===== src/design/rsfu_pkg.sv =====
// ----------------------------------------------------------------------------
// rsfu_pkg
// Shared types, codes and the pixel unpack function of the frame unpacker.
// ----------------------------------------------------------------------------
package rsfu_pkg;

	localparam int MARKER_BYTES = 8;

	// pixel formats
	localparam logic [1:0] FMT_RAW8  = 2'd0;
	localparam logic [1:0] FMT_RAW10 = 2'd1;
	localparam logic [1:0] FMT_RAW16 = 2'd2;
	localparam logic [1:0] FMT_RAW12 = 2'd3;

	// result kinds
	localparam logic [2:0] KIND_PIXEL     = 3'd0;
	localparam logic [2:0] KIND_FRAME_OK  = 3'd1;
	localparam logic [2:0] KIND_FOOT_BAD  = 3'd2;
	localparam logic [2:0] KIND_HEAD_MISS = 3'd3;
	localparam logic [2:0] KIND_TRUNC     = 3'd4;

	// configuration register indexes
	localparam logic [1:0] REG_PIXEL_FORMAT   = 2'd0;
	localparam logic [1:0] REG_FRAMING_ENABLE = 2'd1;
	localparam logic [1:0] REG_TOTAL_ROWS     = 2'd2;
	localparam logic [1:0] REG_TOTAL_COLS     = 2'd3;

	localparam logic [7:0] MARK_FILL_HEAD = 8'hf0;
	localparam logic [7:0] MARK_FILL_FOOT = 8'hf1;
	localparam logic [7:0] MARK_LAST      = 8'he5;

	// one queue entry: the results caused by one input byte
	typedef struct packed {
		logic [2:0]  kind0;
		logic        two;
		logic [2:0]  kind1;
		logic [1:0]  fmt;
		logic [63:0] raw;
		logic [12:0] row;
		logic [12:0] col;
		logic        fend;
	} rec_t;

	// returns {pixel_d, pixel_c, pixel_b, pixel_a}
	function automatic logic [63:0] unpack_px(input logic [1:0] fmt, input logic [63:0] raw);
		logic [7:0]  b [8];
		logic [63:0] px;
		for (int i = 0; i < 8; i++) begin
			b[i] = raw[8*i +: 8];
		end
		px = '0;
		case (fmt)
			FMT_RAW8: begin
				for (int i = 0; i < 4; i++) begin
					px[16*i +: 16] = {8'h00, b[i]};
				end
			end
			FMT_RAW10: begin
				for (int i = 0; i < 4; i++) begin
					px[16*i +: 16] = {6'b0, b[i], b[4][2*i +: 2]};
				end
			end
			FMT_RAW16: begin
				for (int i = 0; i < 4; i++) begin
					px[16*i +: 16] = {b[2*i+1], b[2*i]};
				end
			end
			default: begin
				px[15:0]  = {4'b0, b[0], b[2][3:0]};
				px[31:16] = {4'b0, b[1], b[2][7:4]};
				px[47:32] = {4'b0, b[3], b[5][3:0]};
				px[63:48] = {4'b0, b[4], b[5][7:4]};
			end
		endcase
		return px;
	endfunction

endpackage


===== src/design/rsfu_queue.sv =====
// ----------------------------------------------------------------------------
// rsfu_queue
// Small register queue that decouples the byte parser from the result side.
// ----------------------------------------------------------------------------
module rsfu_queue #(
	parameter int WIDTH = 8,
	parameter int DEPTH = 4
) (
	input  logic             clk,
	input  logic             arst_n,
	input  logic             wr_en,
	input  logic [WIDTH-1:0] wr_data,
	input  logic             rd_en,
	output logic [WIDTH-1:0] rd_data,
	output logic             q_full,
	output logic             q_empty
);

	localparam int PW = (DEPTH > 1) ? $clog2(DEPTH) : 1;
	localparam int CW = $clog2(DEPTH + 1);

	logic [WIDTH-1:0] mem_q [DEPTH];
	logic [PW-1:0]    wr_ptr_q;
	logic [PW-1:0]    rd_ptr_q;
	logic [CW-1:0]    count_q;

	assign q_full  = (count_q == CW'(DEPTH));
	assign q_empty = (count_q == '0);
	assign rd_data = mem_q[rd_ptr_q];

	always_ff @(posedge clk) begin
		if (wr_en) begin
			mem_q[wr_ptr_q] <= wr_data;
		end
	end

	always_ff @(posedge clk or negedge arst_n) begin
		if (!arst_n) begin
			wr_ptr_q <= '0;
			rd_ptr_q <= '0;
			count_q  <= '0;
		end else begin
			if (wr_en) begin
				wr_ptr_q <= (wr_ptr_q == PW'(DEPTH - 1)) ? '0 : wr_ptr_q + 1'b1;
			end
			if (rd_en) begin
				rd_ptr_q <= (rd_ptr_q == PW'(DEPTH - 1)) ? '0 : rd_ptr_q + 1'b1;
			end
			if (wr_en && !rd_en) begin
				count_q <= count_q + 1'b1;
			end else if (rd_en && !wr_en) begin
				count_q <= count_q - 1'b1;
			end
		end
	end

endmodule


===== src/design/rsfu_front.sv =====
// ----------------------------------------------------------------------------
// rsfu_front
// Byte parser: header search, header skip, pixel group assembly, footer check.
// ----------------------------------------------------------------------------
module rsfu_front import rsfu_pkg::*; #(
	parameter int HEADER_BYTES = 64
) (
	input  logic        clk,
	input  logic        arst_n,
	input  logic        push,
	input  logic        q_full,
	input  logic [7:0]  data_byte,
	input  logic        end_of_buffer,
	input  logic [1:0]  pixel_format,
	input  logic        framing_enable,
	input  logic [13:0] total_rows,
	input  logic [13:0] total_cols,
	output logic        q_push,
	output rec_t        q_rec
);

	localparam int SKW = $clog2(HEADER_BYTES);

	localparam logic [1:0] PH_SEARCH = 2'd0;
	localparam logic [1:0] PH_SKIP   = 2'd1;
	localparam logic [1:0] PH_DATA   = 2'd2;
	localparam logic [1:0] PH_FOOTER = 2'd3;

	logic [1:0]     phase_q;
	logic [2:0]     wpos_q;
	logic           wmis_q;
	logic [SKW-1:0] skip_q;
	logic [55:0]    gbytes_q;
	logic [2:0]     gpos_q;
	logic [12:0]    row_q;
	logic [12:0]    col_q;

	logic [1:0]     phase_n;
	logic [2:0]     wpos_n;
	logic           wmis_n;
	logic [SKW-1:0] skip_n;
	logic [55:0]    gbytes_n;
	logic [2:0]     gpos_n;
	logic [12:0]    row_n;
	logic [12:0]    col_n;

	logic        accept;
	logic [13:0] ecols;
	logic [13:0] erows;
	logic [2:0]  glast;
	logic        mism;
	logic [7:0]  mark;
	logic        done;
	logic        have0;
	logic [13:0] col_inc;
	logic [13:0] row_inc;

	assign accept = push && !q_full;

	always_comb begin
		ecols = {total_cols[13:2], 2'b00};
		if (ecols == '0) begin
			ecols = 14'd4;
		end else if (ecols > 14'd8192) begin
			ecols = 14'd8192;
		end
		erows = total_rows;
		if (erows == '0) begin
			erows = 14'd1;
		end else if (erows > 14'd8192) begin
			erows = 14'd8192;
		end
		case (pixel_format)
			FMT_RAW8:  glast = 3'd3;
			FMT_RAW10: glast = 3'd4;
			FMT_RAW16: glast = 3'd7;
			default:   glast = 3'd5;
		endcase
	end

	always_comb begin
		// framing switched off outside the data phase restarts in data
		if (!framing_enable && phase_q != PH_DATA) begin
			phase_n  = PH_DATA;
			wpos_n   = '0;
			wmis_n   = 1'b0;
			skip_n   = '0;
			gbytes_n = '0;
			gpos_n   = '0;
			row_n    = '0;
			col_n    = '0;
		end else begin
			phase_n  = phase_q;
			wpos_n   = wpos_q;
			wmis_n   = wmis_q;
			skip_n   = skip_q;
			gbytes_n = gbytes_q;
			gpos_n   = gpos_q;
			row_n    = row_q;
			col_n    = col_q;
		end

		q_rec       = '0;
		q_rec.fmt   = pixel_format;
		q_rec.row   = row_n;
		q_rec.col   = col_n;
		done        = 1'b0;
		have0       = 1'b0;
		mism        = 1'b0;
		col_inc     = {1'b0, col_n} + 14'd4;
		row_inc     = {1'b0, row_n} + 14'd1;

		if (phase_n == PH_FOOTER) begin
			mark = (wpos_n == 3'd7) ? MARK_LAST : MARK_FILL_FOOT;
		end else begin
			mark = (wpos_n == 3'd7) ? MARK_LAST : MARK_FILL_HEAD;
		end

		for (int k = 0; k < 8; k++) begin
			if (3'(k) == glast) begin
				q_rec.raw[8*k +: 8] = data_byte;
			end else if (k < 7) begin
				q_rec.raw[8*k +: 8] = gbytes_n[8*k +: 8];
			end
		end

		case (phase_n)
			PH_SEARCH: begin
				mism = wmis_n || (data_byte != mark);
				if (wpos_n == 3'd7) begin
					wpos_n = '0;
					wmis_n = 1'b0;
					if (!mism && !end_of_buffer) begin
						gbytes_n = '0;
						gpos_n   = '0;
						row_n    = '0;
						col_n    = '0;
						skip_n   = SKW'(HEADER_BYTES - MARKER_BYTES);
						phase_n  = (HEADER_BYTES > MARKER_BYTES) ? PH_SKIP : PH_DATA;
					end
				end else begin
					wpos_n = wpos_n + 1'b1;
					wmis_n = mism;
				end
			end
			PH_SKIP: begin
				if (skip_n != '0) begin
					skip_n = skip_n - 1'b1;
				end
				if (skip_n == '0) begin
					phase_n  = PH_DATA;
					gbytes_n = '0;
					gpos_n   = '0;
					row_n    = '0;
					col_n    = '0;
				end
			end
			PH_DATA: begin
				if (gpos_n >= glast) begin
					have0       = 1'b1;
					q_rec.kind0 = KIND_PIXEL;
					gbytes_n    = '0;
					gpos_n      = '0;
					if (col_inc >= ecols) begin
						col_n = '0;
						row_n = row_inc[12:0];
						if (row_inc >= erows) begin
							q_rec.fend = 1'b1;
							row_n      = '0;
							if (framing_enable) begin
								phase_n = PH_FOOTER;
								wpos_n  = '0;
								wmis_n  = 1'b0;
							end else begin
								q_rec.two   = 1'b1;
								q_rec.kind1 = KIND_FRAME_OK;
								done        = 1'b1;
							end
						end
					end else begin
						col_n = col_inc[12:0];
					end
				end else begin
					for (int i = 0; i < 7; i++) begin
						if (gpos_n == 3'(i)) begin
							gbytes_n[8*i +: 8] = data_byte;
						end
					end
					gpos_n = gpos_n + 1'b1;
				end
			end
			default: begin
				mism = wmis_n || (data_byte != mark);
				if (wpos_n == 3'd7) begin
					have0       = 1'b1;
					q_rec.kind0 = mism ? KIND_FOOT_BAD : KIND_FRAME_OK;
					done        = 1'b1;
					phase_n     = PH_SEARCH;
					wpos_n      = '0;
					wmis_n      = 1'b0;
				end else begin
					wpos_n = wpos_n + 1'b1;
					wmis_n = mism;
				end
			end
		endcase

		// buffer end: report unless a frame just closed, then restart the header search (the data phase with framing off)
		if (end_of_buffer) begin
			if (!done) begin
				if (have0) begin
					q_rec.two   = 1'b1;
					q_rec.kind1 = KIND_TRUNC;
				end else begin
					have0       = 1'b1;
					q_rec.kind0 = (phase_q == PH_SEARCH && framing_enable) ?
						KIND_HEAD_MISS : KIND_TRUNC;
				end
			end
			phase_n  = framing_enable ? PH_SEARCH : PH_DATA;
			wpos_n   = '0;
			wmis_n   = 1'b0;
			skip_n   = '0;
			gbytes_n = '0;
			gpos_n   = '0;
			row_n    = '0;
			col_n    = '0;
		end

		q_push = accept && have0;
	end

	always_ff @(posedge clk or negedge arst_n) begin
		if (!arst_n) begin
			phase_q  <= PH_SEARCH;
			wpos_q   <= '0;
			wmis_q   <= 1'b0;
			skip_q   <= '0;
			gbytes_q <= '0;
			gpos_q   <= '0;
			row_q    <= '0;
			col_q    <= '0;
		end else if (accept) begin
			phase_q  <= phase_n;
			wpos_q   <= wpos_n;
			wmis_q   <= wmis_n;
			skip_q   <= skip_n;
			gbytes_q <= gbytes_n;
			gpos_q   <= gpos_n;
			row_q    <= row_n;
			col_q    <= col_n;
		end
	end

endmodule


===== src/design/rsfu_back.sv =====
// ----------------------------------------------------------------------------
// rsfu_back
// Result side: unpacks pixel groups and issues one result per transaction.
// ----------------------------------------------------------------------------
module rsfu_back import rsfu_pkg::*; (
	input  logic        clk,
	input  logic        arst_n,
	input  rec_t        head,
	input  logic        q_empty,
	output logic        q_pop,
	input  logic        pop,
	output logic        empty,
	output logic [2:0]  kind,
	output logic [15:0] pixel_a,
	output logic [15:0] pixel_b,
	output logic [15:0] pixel_c,
	output logic [15:0] pixel_d,
	output logic [12:0] row_index,
	output logic [12:0] col_index,
	output logic        frame_end,
	output logic        last_of_run
);

	logic        valid_q;
	logic        sub_q;
	logic [2:0]  kind_q;
	logic [63:0] px_q;
	logic [12:0] row_q;
	logic [12:0] col_q;
	logic        fend_q;
	logic        last_q;

	logic        load;
	logic        sub_n;
	logic [2:0]  kind_n;
	logic [63:0] px_n;
	logic [12:0] row_n;
	logic [12:0] col_n;
	logic        fend_n;
	logic        last_n;

	assign load = !valid_q || pop;

	always_comb begin
		sub_n  = sub_q;
		kind_n = head.kind0;
		px_n   = '0;
		row_n  = '0;
		col_n  = '0;
		fend_n = 1'b0;
		last_n = 1'b1;
		q_pop  = 1'b0;
		if (sub_q) begin
			// second result of a byte never carries pixels
			kind_n = head.kind1;
			if (load && !q_empty) begin
				q_pop = 1'b1;
				sub_n = 1'b0;
			end
		end else begin
			if (head.kind0 == KIND_PIXEL) begin
				px_n   = unpack_px(head.fmt, head.raw);
				row_n  = head.row;
				col_n  = head.col;
				fend_n = head.fend;
			end
			last_n = !head.two;
			if (load && !q_empty) begin
				q_pop = !head.two;
				sub_n = head.two;
			end
		end
	end

	always_ff @(posedge clk) begin
		if (load && !q_empty) begin
			kind_q <= kind_n;
			px_q   <= px_n;
			row_q  <= row_n;
			col_q  <= col_n;
			fend_q <= fend_n;
			last_q <= last_n;
		end
	end

	always_ff @(posedge clk or negedge arst_n) begin
		if (!arst_n) begin
			valid_q <= 1'b0;
			sub_q   <= 1'b0;
		end else begin
			if (load) begin
				valid_q <= !q_empty;
			end
			sub_q <= sub_n;
		end
	end

	assign empty       = !valid_q;
	assign kind        = kind_q;
	assign pixel_a     = px_q[15:0];
	assign pixel_b     = px_q[31:16];
	assign pixel_c     = px_q[47:32];
	assign pixel_d     = px_q[63:48];
	assign row_index   = row_q;
	assign col_index   = col_q;
	assign frame_end   = fend_q;
	assign last_of_run = last_q;

endmodule


===== src/design/raw_sensor_frame_unpacker.sv =====
// ----------------------------------------------------------------------------
// raw_sensor_frame_unpacker
// Raw sensor byte stream to tagged groups of four pixels, with frame checks.
// ----------------------------------------------------------------------------
// One byte is accepted per cycle while the queue is not full. The parser
// handles each byte in the cycle it is accepted and writes the results it
// causes into a QUEUE_DEPTH-entry queue; the result side issues one result
// per cycle from that queue through an output register while pop is held.
// Most bytes cause no result or one; a byte that closes a frame with framing
// off, or that ends the buffer right after a pixel group, causes two, issued
// one after the other, so the input holds one byte per cycle as long as such
// bytes are spaced out and the queue has room. Configuration writes are
// always accepted and should only be issued while the block is idle.
// ----------------------------------------------------------------------------
module raw_sensor_frame_unpacker import rsfu_pkg::*; #(
	parameter int HEADER_BYTES = 64,
	parameter int QUEUE_DEPTH  = 4
) (
	input  logic        clk,
	input  logic        arst_n,
	input  logic        cfg_valid,
	output logic        cfg_ready,
	input  logic [1:0]  cfg_index,
	input  logic [13:0] cfg_data,
	input  logic        push,
	output logic        full,
	input  logic [7:0]  data_byte,
	input  logic        end_of_buffer,
	output logic        empty,
	input  logic        pop,
	output logic [2:0]  kind,
	output logic [15:0] pixel_a,
	output logic [15:0] pixel_b,
	output logic [15:0] pixel_c,
	output logic [15:0] pixel_d,
	output logic [12:0] row_index,
	output logic [12:0] col_index,
	output logic        frame_end,
	output logic        last_of_run
);

	logic [1:0]  pixel_format_q;
	logic        framing_enable_q;
	logic [13:0] total_rows_q;
	logic [13:0] total_cols_q;

	logic q_full;
	logic q_empty;
	logic q_push;
	logic q_pop;
	rec_t q_wr;
	rec_t q_rd;

	assign cfg_ready = 1'b1;
	assign full      = q_full;

	always_ff @(posedge clk or negedge arst_n) begin
		if (!arst_n) begin
			pixel_format_q   <= FMT_RAW10;
			framing_enable_q <= 1'b1;
			total_rows_q     <= 14'd1540;
			total_cols_q     <= 14'd2688;
		end else if (cfg_valid && cfg_ready) begin
			case (cfg_index)
				REG_PIXEL_FORMAT:   pixel_format_q   <= cfg_data[1:0];
				REG_FRAMING_ENABLE: framing_enable_q <= cfg_data[0];
				REG_TOTAL_ROWS:     total_rows_q     <= cfg_data;
				REG_TOTAL_COLS:     total_cols_q     <= cfg_data;
				default: ;
			endcase
		end
	end

	rsfu_front #(
		.HEADER_BYTES(HEADER_BYTES)
	) u_front (
		.clk           (clk),
		.arst_n        (arst_n),
		.push          (push),
		.q_full        (q_full),
		.data_byte     (data_byte),
		.end_of_buffer (end_of_buffer),
		.pixel_format  (pixel_format_q),
		.framing_enable(framing_enable_q),
		.total_rows    (total_rows_q),
		.total_cols    (total_cols_q),
		.q_push        (q_push),
		.q_rec         (q_wr)
	);

	rsfu_queue #(
		.WIDTH($bits(rec_t)),
		.DEPTH(QUEUE_DEPTH)
	) u_queue (
		.clk    (clk),
		.arst_n (arst_n),
		.wr_en  (q_push),
		.wr_data(q_wr),
		.rd_en  (q_pop),
		.rd_data(q_rd),
		.q_full (q_full),
		.q_empty(q_empty)
	);

	rsfu_back u_back (
		.clk        (clk),
		.arst_n     (arst_n),
		.head       (q_rd),
		.q_empty    (q_empty),
		.q_pop      (q_pop),
		.pop        (pop),
		.empty      (empty),
		.kind       (kind),
		.pixel_a    (pixel_a),
		.pixel_b    (pixel_b),
		.pixel_c    (pixel_c),
		.pixel_d    (pixel_d),
		.row_index  (row_index),
		.col_index  (col_index),
		.frame_end  (frame_end),
		.last_of_run(last_of_run)
	);

endmodule

===== config.mk =====
export PLATFORM = sky130hd
export DESIGN_NAME = raw_sensor_frame_unpacker
export DESIGN_NICKNAME = d
export VERILOG_FILES = /design/src/design/rsfu_pkg.sv /design/src/design/rsfu_queue.sv /design/src/design/rsfu_front.sv /design/src/design/rsfu_back.sv /design/src/design/raw_sensor_frame_unpacker.sv
export SDC_FILE = /design/constraint.sdc
export NUM_CORES = 1
export LEC_CHECK = 0
export BUFFER_PORTS_ARGS = -buffer_cell sky130_fd_sc_hd__buf_4
export CAP_MARGIN = 20
export CORE_MARGIN = 2
export CORE_UTILIZATION = 50
export DETAILED_ROUTE_END_ITERATION = 7
export GPL_ROUTABILITY_DRIVEN = 0
export PLACE_DENSITY = 0.74
export SLEW_MARGIN = 10
export SYNTH_ARGS = -nofsm -noshare
export SYNTH_HDL_FRONTEND = slang
export SYNTH_SLANG_ARGS = --single-unit
export TNS_END_PERCENT = 1

===== constraint.sdc =====
create_clock -name clk -period 8.7 [get_ports clk]
set_clock_uncertainty 0.2 [all_clocks]
set_input_delay 0.87 -clock clk [delete_from_list [all_inputs] [get_ports clk]]
set_output_delay 0.87 -clock clk [all_outputs]
set_load 0.03 [all_outputs]

==> flow_summary.json, run 1 <==
{
  "outcome": "complete, no violations",
  "routed_wl_mm": 67.20,
  "total_power_mw": 11.09,
  "post-route-min-period_ns": 5.934,
  "grt_overflow": 0,
  "worst_skew_pair.late_latency_ns": 0.61,
  "tritoncts": "yes",
  "crit_arrival_ns": 5.99,
  "grt_antenna_before_repair": 0,
  "start_kind": "flop",
  "num_antenna_cells": 0,
  "placedInstanceArea_um2": 29590,
  "cts_buffers": 66,
  "startpoint": "framing_enable_q$_DFFE_PN1P_",
  "finalSetupViolations": 0,
  "crit_path_end_kind": "flop",
  "clkPwrFrac": 0.264,
  "cts_hold_buf": 0,
  "comb_power_share": 0.350,
  "seq_area_frac_synth": 0.6502,
  "fillers": 4232,
  "nets": 2223,
  "track_usage": 0.2369,
  "clk_path_buf_depth": 3,
  "hpwl_mm": 42.95,
  "rsz0062_at_grt": "no",
  "ant_nets": 0,
  "cap_viol_max_count": 0,
  "synth_cells": 2033,
  "port_buffers": 126,
  "leakagePower_nw": 11.82,
  "worst-slew-pin-transition_ns": 1.078,
  "drt_first_pass_iters": 6,
  "drv_slew": 0,
  "dp_worst_setup_slack_ns": 2.382,
  "syn_area_per_cell_um2": 13.72,
  "drive_above_1_share": 0.2036,
  "min_period_over_period": 0.6821,
  "path_clk_slew_ns": 0.06,
  "fin_ws_ns": 2.766,
  "r2r_cells": 12,
  "synth_edf_count": 491,
  "fp.dieW_um": 240.2,
  "wire_per_inst_um": 22.83,
  "area_growth_pct": 14.37,
  "clockRootBuffer": "clkbuf_16",
  "path_max_fanout": 56,
  "relSlewSlack": 0.2815,
  "synth_nets": 2113,
  "grt_pass1_vias": 18010,
  "max_freq_mhz": 168.5,
  "final_cell_mix": "491 x edfxtp_1, 222 x nand2_1, 151 x nor2_1",
  "grt_pass1_wl_mm": 103.7,
  "pwr-share-seq": 0.387,
  "regArea_um2": 18140,
  "drtIter0Drc": 2097,
  "start_util": 0.5062,
  "final_common_cell": "edfxtp_1",
  "intPower_mw": 7.135,
  "synth-seq-cells": 626,
  "ir_drop_uv": 234.8,
  "post_cts.repair.setup_buffers": 0,
  "switching_share": 0.3565,
  "holdWs_ns": 0.09659,
  "yosys_most_used_dff": "edfxtp_1",
  "ys_async_sr_fraction": 0.2157,
  "vias": 18040,
  "hp-class": "primary input to async pin",
  "core_um2": 55090,
  "syn_area_um2": 27890,
  "power.switching_mw": 3.954,
  "required_ns": 8.76,
  "p_per_area_nw_per_um2": 347.7,
  "drcViolationCount": 0,
  "r2r_start": "framing_enable_q$_DFFE_PN1P_",
  "multi_input_area_um2": 9034,
  "synth_cell_type_count": 76,
  "critPathKind": "flop to flop",
  "viasPerCell": 6.128,
  "hold_violations": 0,
  "die-area_um2": 57680,
  "postLayoutCellArea_um2": 31900,
  "grt_max_degree": 82,
  "num_rows": 86,
  "htree_levels": 3,
  "yosys_warnings": 0,
  "io_pins": 128,
  "die_y_um": 240.2,
  "cts.repair.resized": 0,
  "clock-sinks": 626,
  "fin_tns_setup_ns": 0
}
[registers in the layout, indices dropped and copies added (netlist names), 2 cells and up]
name / flops
u_front.phase_q: 2
u_front.skip_q: 6
u_front.col_q: 13
u_queue.wr_ptr_q: 2
u_front.wpos_q: 3
u_back.px_q: 64
u_queue.count_q: 3
u_back.kind: 3
u_front.gbytes_q: 56
u_back.row_index: 13
u_front.row_q: 13
u_queue.rd_ptr_q: 2
total_cols_q: 12
u_back.col_index: 13
pixel_format_q: 2
total_rows_q: 14
u_front.gpos_q: 3
u_queue.mem_q: 396
[through the flow]
| step | std cells | util |
|---|---|---|
| 2_1_floorplan | 2033 | - |
| 3_3_place_gp | 2821 | 0.5372 |
| 3_5_place_dp | 2821 | 0.5372 |
| 4_1_cts | 2942 | 0.5784 |
| 5_1_grt | 2944 | 0.5790 |
| 6_report | 2944 | 0.5790 |
[metal layers]
layer | vias up | GRT usage | routed length, µm
met5 | - | 0 | 0
met4 | 0 | 0.1146 | 3145
met3 | 187 | 0.04099 | 5062
met2 | 941 | 0.3858 | 32410
met1 | 9007 | 0.3106 | 26590
li1 | 7907 | - | -
[Yosys cell counts (4+ instances only)]
library cell    n  area [µm²]
edfxtp_1      491       14740
nand2_1       223       837.1
nor2_1        154       578.1
dfrtp_1       127        3178
mux4_2         99        2230
o21ai_0        95       475.5
a21oi_1        92       460.4
inv_1          89       334.1
clkbuf_1       79       296.5
nor2b_1        54       337.8
ha_1           49       613.1
nor3_1         41       205.2
and2_1         38       237.7
mux2_2         37       416.7
nand3_1        36       180.2
o2bb2ai_1      29       254.0
o221a_2        24       270.3
buf_1          22       82.58
xnor2_1        20       175.2
a311oi_1       15       131.4
a211oi_1       13       97.59
nand4_1        13       81.33
and3_1         12       75.07
a22oi_1        11       82.58
o31ai_1        11       82.58
a31oi_1         9       56.30
buf_2           9       45.04
nand2b_1        9       56.30
nor4_1          9       56.30
dfstp_2         8       210.2
o21ai_1         7       35.03
or3_1           7       43.79
a21o_1          6       45.04
o221ai_1        6       52.55
a22o_1          5       43.79
o211ai_1        5       37.54
o21a_1          5       37.54
o22ai_1         5       31.28
mux2i_1         4       40.04
o32ai_1         4       35.03
or2_2           4       25.02
xor2_1          4       35.03
[worst max-delay path, stage by stage, from the launching register on]
cell and delay (ns):
dfstp_2 0.72, clkinv_1 0.35, nand2_2 0.40, buf_12 0.27, nand2_1 0.18, ha_1 0.31
nor2b_1 0.05, o21ai_1 0.58, and2_1 0.29, nand2b_1 0.13, a31oi_1 0.62, and2_4 0.93
buf_4 0.48
[cell type report]
class / count / share of cell area
Clock buffer: 82 / 0.05696
Clock inverter: 39 / 0.01428
Inverter: 90 / 0.01059
Multi-Input combinational cell: 1206 / 0.2832
Sequential cell: 626 / 0.5687
Tap cell: 748 / 0.02934
Timing Repair Buffer: 153 / 0.03691
[kinds of logic (layout without fill, tap and decap cells)]
family,after synthesis,in the layout,share of synthesized area
flip-flops,626,626,0.6502
adder cells (fa/ha/maj),50,50,0.02270
buffers and inverters,201,364,0.02759
AND/OR/NAND/NOR,614,614,0.1016
XOR/XNOR,24,24,0.007537
multiplexers,140,140,0.09633
AO/OA/AOI/OAI,377,377,0.09390
other,1,1,0.0001345
[path summary, 6_finish.rpt]
| check | to | slack (ns) |
|---|---|---|
| min in group clk | u_back.valid_q$_DFFE_PN0P_ | 0.27 |
| worst min register to register | u_front.gbytes_q[50]$_DFFE_PN0P_ | 0.29 |
| max in group asynchronous | u_front.col_q[9]$_DFFE_PN0P_ | 6.79 |
| worst max-delay path | u_queue.mem_q[3][11]$_DFFE_PP_ | 2.77 |
| worst min-delay path | u_back.valid_q$_DFFE_PN0P_ | 0.1 |
| worst max register to register | u_queue.mem_q[3][11]$_DFFE_PP_ | 2.77 |
[power groups by stage]
stage | Clock (mW) | Sequential [mW] | Combinational [mW]
2_1_floorplan | 0 | 4.57 | 2.41
3_3_place_gp | 0 | 4.31 | 3.73
3_5_place_dp | 0 | 4.34 | 3.82
4_1_cts | 2.96 | 4.29 | 3.85
5_1_grt | 3.08 | 4.34 | 4.16
6_report | 2.92 | 4.29 | 3.88
Note: power is estimated with default switching activity, not from simulation.
==> run 2: changes to the inputs <==
clock period = 5.9 ns   (was 8.7 ns; I/O delays follow)
==> run 2 against run 1 <==
- final area rose by 0.28%
- cell count increased by 0.37%
- sequential share of layout area down 0.16 points
- sequential power grew 49%
- hold slack worse by 0.052 ns
- clock-buffer cell count is 1 higher
- worst setup slack got worse by 2.1 ns
- largest power group unchanged
==> flow_summary.json, run 2 (same netlist as run 1, synthesis figures left out) <==
{
  "path_max_fanout": 7,
  "fillers": 4291,
  "ant_nets": 0,
  "tritoncts": "yes",
  "wire_per_inst_um": 22.64,
  "path_clk_slew_ns": 0.06,
  "drtIter0Drc": 1920,
  "switching_share": 0.3587,
  "routed_wl_mm": 66.90,
  "reg_top3": "u_queue.mem_q: 396 flops, u_back.px_q: 64 flops, u_front.gbytes_q: 56 flops",
  "io_pins": 128,
  "grt_max_degree": 79,
  "hpwl_mm": 43.80,
  "p_per_area_nw_per_um2": 508.8,
  "start_kind": "flop",
  "fin_ws_ns": 0.6671,
  "vias": 18060,
  "regArea_um2": 18140,
  "intPower_mw": 10.44,
  "core_um2": 55090,
  "worst-slew-pin-transition_ns": 1.053,
  "grt_overflow": 0,
  "post-route-min-period_ns": 5.233,
  "pwr-share-seq": 0.392,
  "cap_viol_max_count": 0,
  "hp-class": "primary input to flop",
  "fin_tns_setup_ns": 0,
  "final_common_cell": "edfxtp_1",
  "clock-sinks": 626,
  "crit_path_end_kind": "flop",
  "fin_util": 0.5806,
  "highest_layer": "met4",
  "viasPerCell": 6.112,
  "min_period_over_period": 0.8869,
  "hold_violations": 0,
  "min_from": "cfg_data[4]",
  "multi_input_area_um2": 9031,
  "die_y_um": 240.2,
  "drive_above_1_share": 0.2048,
  "grt_pass1_vias": 17940,
  "final_cell_mix": "491 x edfxtp_1, 222 x nand2_1, 152 x nor2_1, 152 x buf_4, 125 x dfrtp_1",
  "startpoint": "u_front.phase_q[0]$_DFFE_PN0P_",
  "cts_buffers": 66,
  "ir_drop_uv": 336.9,
  "layoutNonFillerInstCount": 2955,
  "drcViolationCount": 0,
  "worst_skew_pair.late_latency_ns": 0.59,
  "dp.cells": 2830,
  "num_antenna_cells": 0,
  "regMostFlops": "u_queue.mem_q",
  "comb_power_share": 0.353,
  "drt_first_pass_iters": 6,
  "drv_slew": 0,
  "finalSetupViolations": 0,
  "crit_path_frequent_cell": "nand2_1",
  "clk_path_buf_depth": 3,
  "track_usage": 0.2371,
  "slowest_delay_ns": 0.65,
  "required_ns": 6.18,
  "postLayoutCellArea_um2": 31990,
  "worstPathCellList": "nor2b_1 > nor2_2 > nor2_1 > nor4bb_1 > nand2_1 > or2_2 > nand2_1 > ha_1 > nand4_1 > or3_1 > a31o_2 > a2111oi_0 > o21ai_0 > a221o_1",
  "power.switching_mw": 5.838,
  "die-area_um2": 57680,
  "critPathKind": "flop to flop",
  "grt_antenna_before_repair": 0,
  "port_buffers": 126,
  "critPathTopFamily": "simple AND/OR/NAND/NOR gates",
  "clockRootBuffer": "clkbuf_16",
  "crit_buf_inv": 0,
  "htree_levels": 3,
  "max_freq_mhz": 191.1,
  "clkPwrFrac": 0.255,
  "crit_arrival_ns": 5.51,
  "fp.dieW_um": 240.2,
  "worst_path_max_delay_cell": "nor4bb_1",
  "relSlewSlack": 0.2964,
  "grt_pass1_wl_mm": 103.7,
  "drt-met1-wl_mm": 25.98,
  "start_util": 0.5062,
  "outcome": "complete, no violations",
  "r2r_start": "u_front.phase_q[0]$_DFFE_PN0P_",
  "placedInstanceArea_um2": 29760,
  "dr_wl_met3_mm": 4.569,
  "largest_reg_flops": 396,
  "nets": 2234,
  "met2RoutedLength_mm": 32.85,
  "rsz0062_at_grt": "no",
  "num_rows": 86,
  "area_growth_pct": 14.70,
  "dp_worst_setup_slack_ns": 0.8515,
  "leakagePower_nw": 11.86
}
[run 2: cell types whose count changed in the layout (fill, tap and decap cells not counted), moves of 2 or more]
| cell | change |
|---|---|
| clkinvlp_4 | -2 |
| buf_4 | +2 |
| clkbuf_16 | -2 |
| buf_12 | +7 |
| dlygate4sd3_1 | +2 |
| clkbuf_1 | +2 |
| bufinv_16 | -2 |
| inv_6 | +2 |
[run 2: metal layers]
layer,GRT usage,up-vias
li1,-,7927
met1,0.3043,8988
met2,0.3932,939
met3,0.03754,207
met4,0.1208,0
met5,0,-
[run 2: metrics by stage]
| stage | power [mW] | hold WS [ns] |
|---|---|---|
| 6_report | 16.28 | 0.04415 |
| 5_1_grt | 17.05 | 0.02445 |
| 4_1_cts | 16.31 | 0.01764 |
| 3_5_place_dp | 12.14 | 0.2658 |
| 3_3_place_gp | 11.97 | 0.2619 |
| 2_1_floorplan | 10.28 | 0.09441 |
[run 2: worst paths after layout]
| check | to | slack (ns) | depth (start not counted) |
|---|---|---|---|
| min reg2reg | u_front.gbytes_q[50]$_DFFE_PN0P_ | 0.29 | 1 |
| max reg2reg | u_front.wmis_q$_DFFE_PN0P_ | 0.67 | 14 |
| max in group asynchronous | u_front.gbytes_q[9]$_DFFE_PN0P_ | 3.69 | 3 |
| max | u_front.wmis_q$_DFFE_PN0P_ | 0.67 | 14 |
| min in group asynchronous | total_rows_q[4]$_DFFE_PN0P_ | 0.41 | 2 |
| min | total_rows_q[4]$_DFFE_PN0P_ | 0.04 | 2 |
[run 2: power groups by stage]
stage	Combinational, mW	Sequential [mW]	Clock, mW
after floorplan	3.55	6.73	0
after global placement	5.56	6.41	0
after detailed placement	5.67	6.46	0
after CTS	5.71	6.39	4.22
after global routing	6.18	6.47	4.40
final	5.74	6.38	4.16
[run 2: layout make-up]
cell class | count | share of cell area
Multi-Input combinational cell | 1206 | 0.2823
Inverter | 90 | 0.01056
Clock inverter | 38 | 0.01256
Tap cell | 748 | 0.02926
Clock buffer | 83 | 0.05590
Sequential cell | 626 | 0.5671
Timing Repair Buffer | 164 | 0.04228
[run 2: timing repair]
action / in CTS / in global routing
setup buffers: 0 / 0
hold buffers: 2 / 0
resized for setup: 0 / 0
endpoints found under the hold margin: 65 / 0
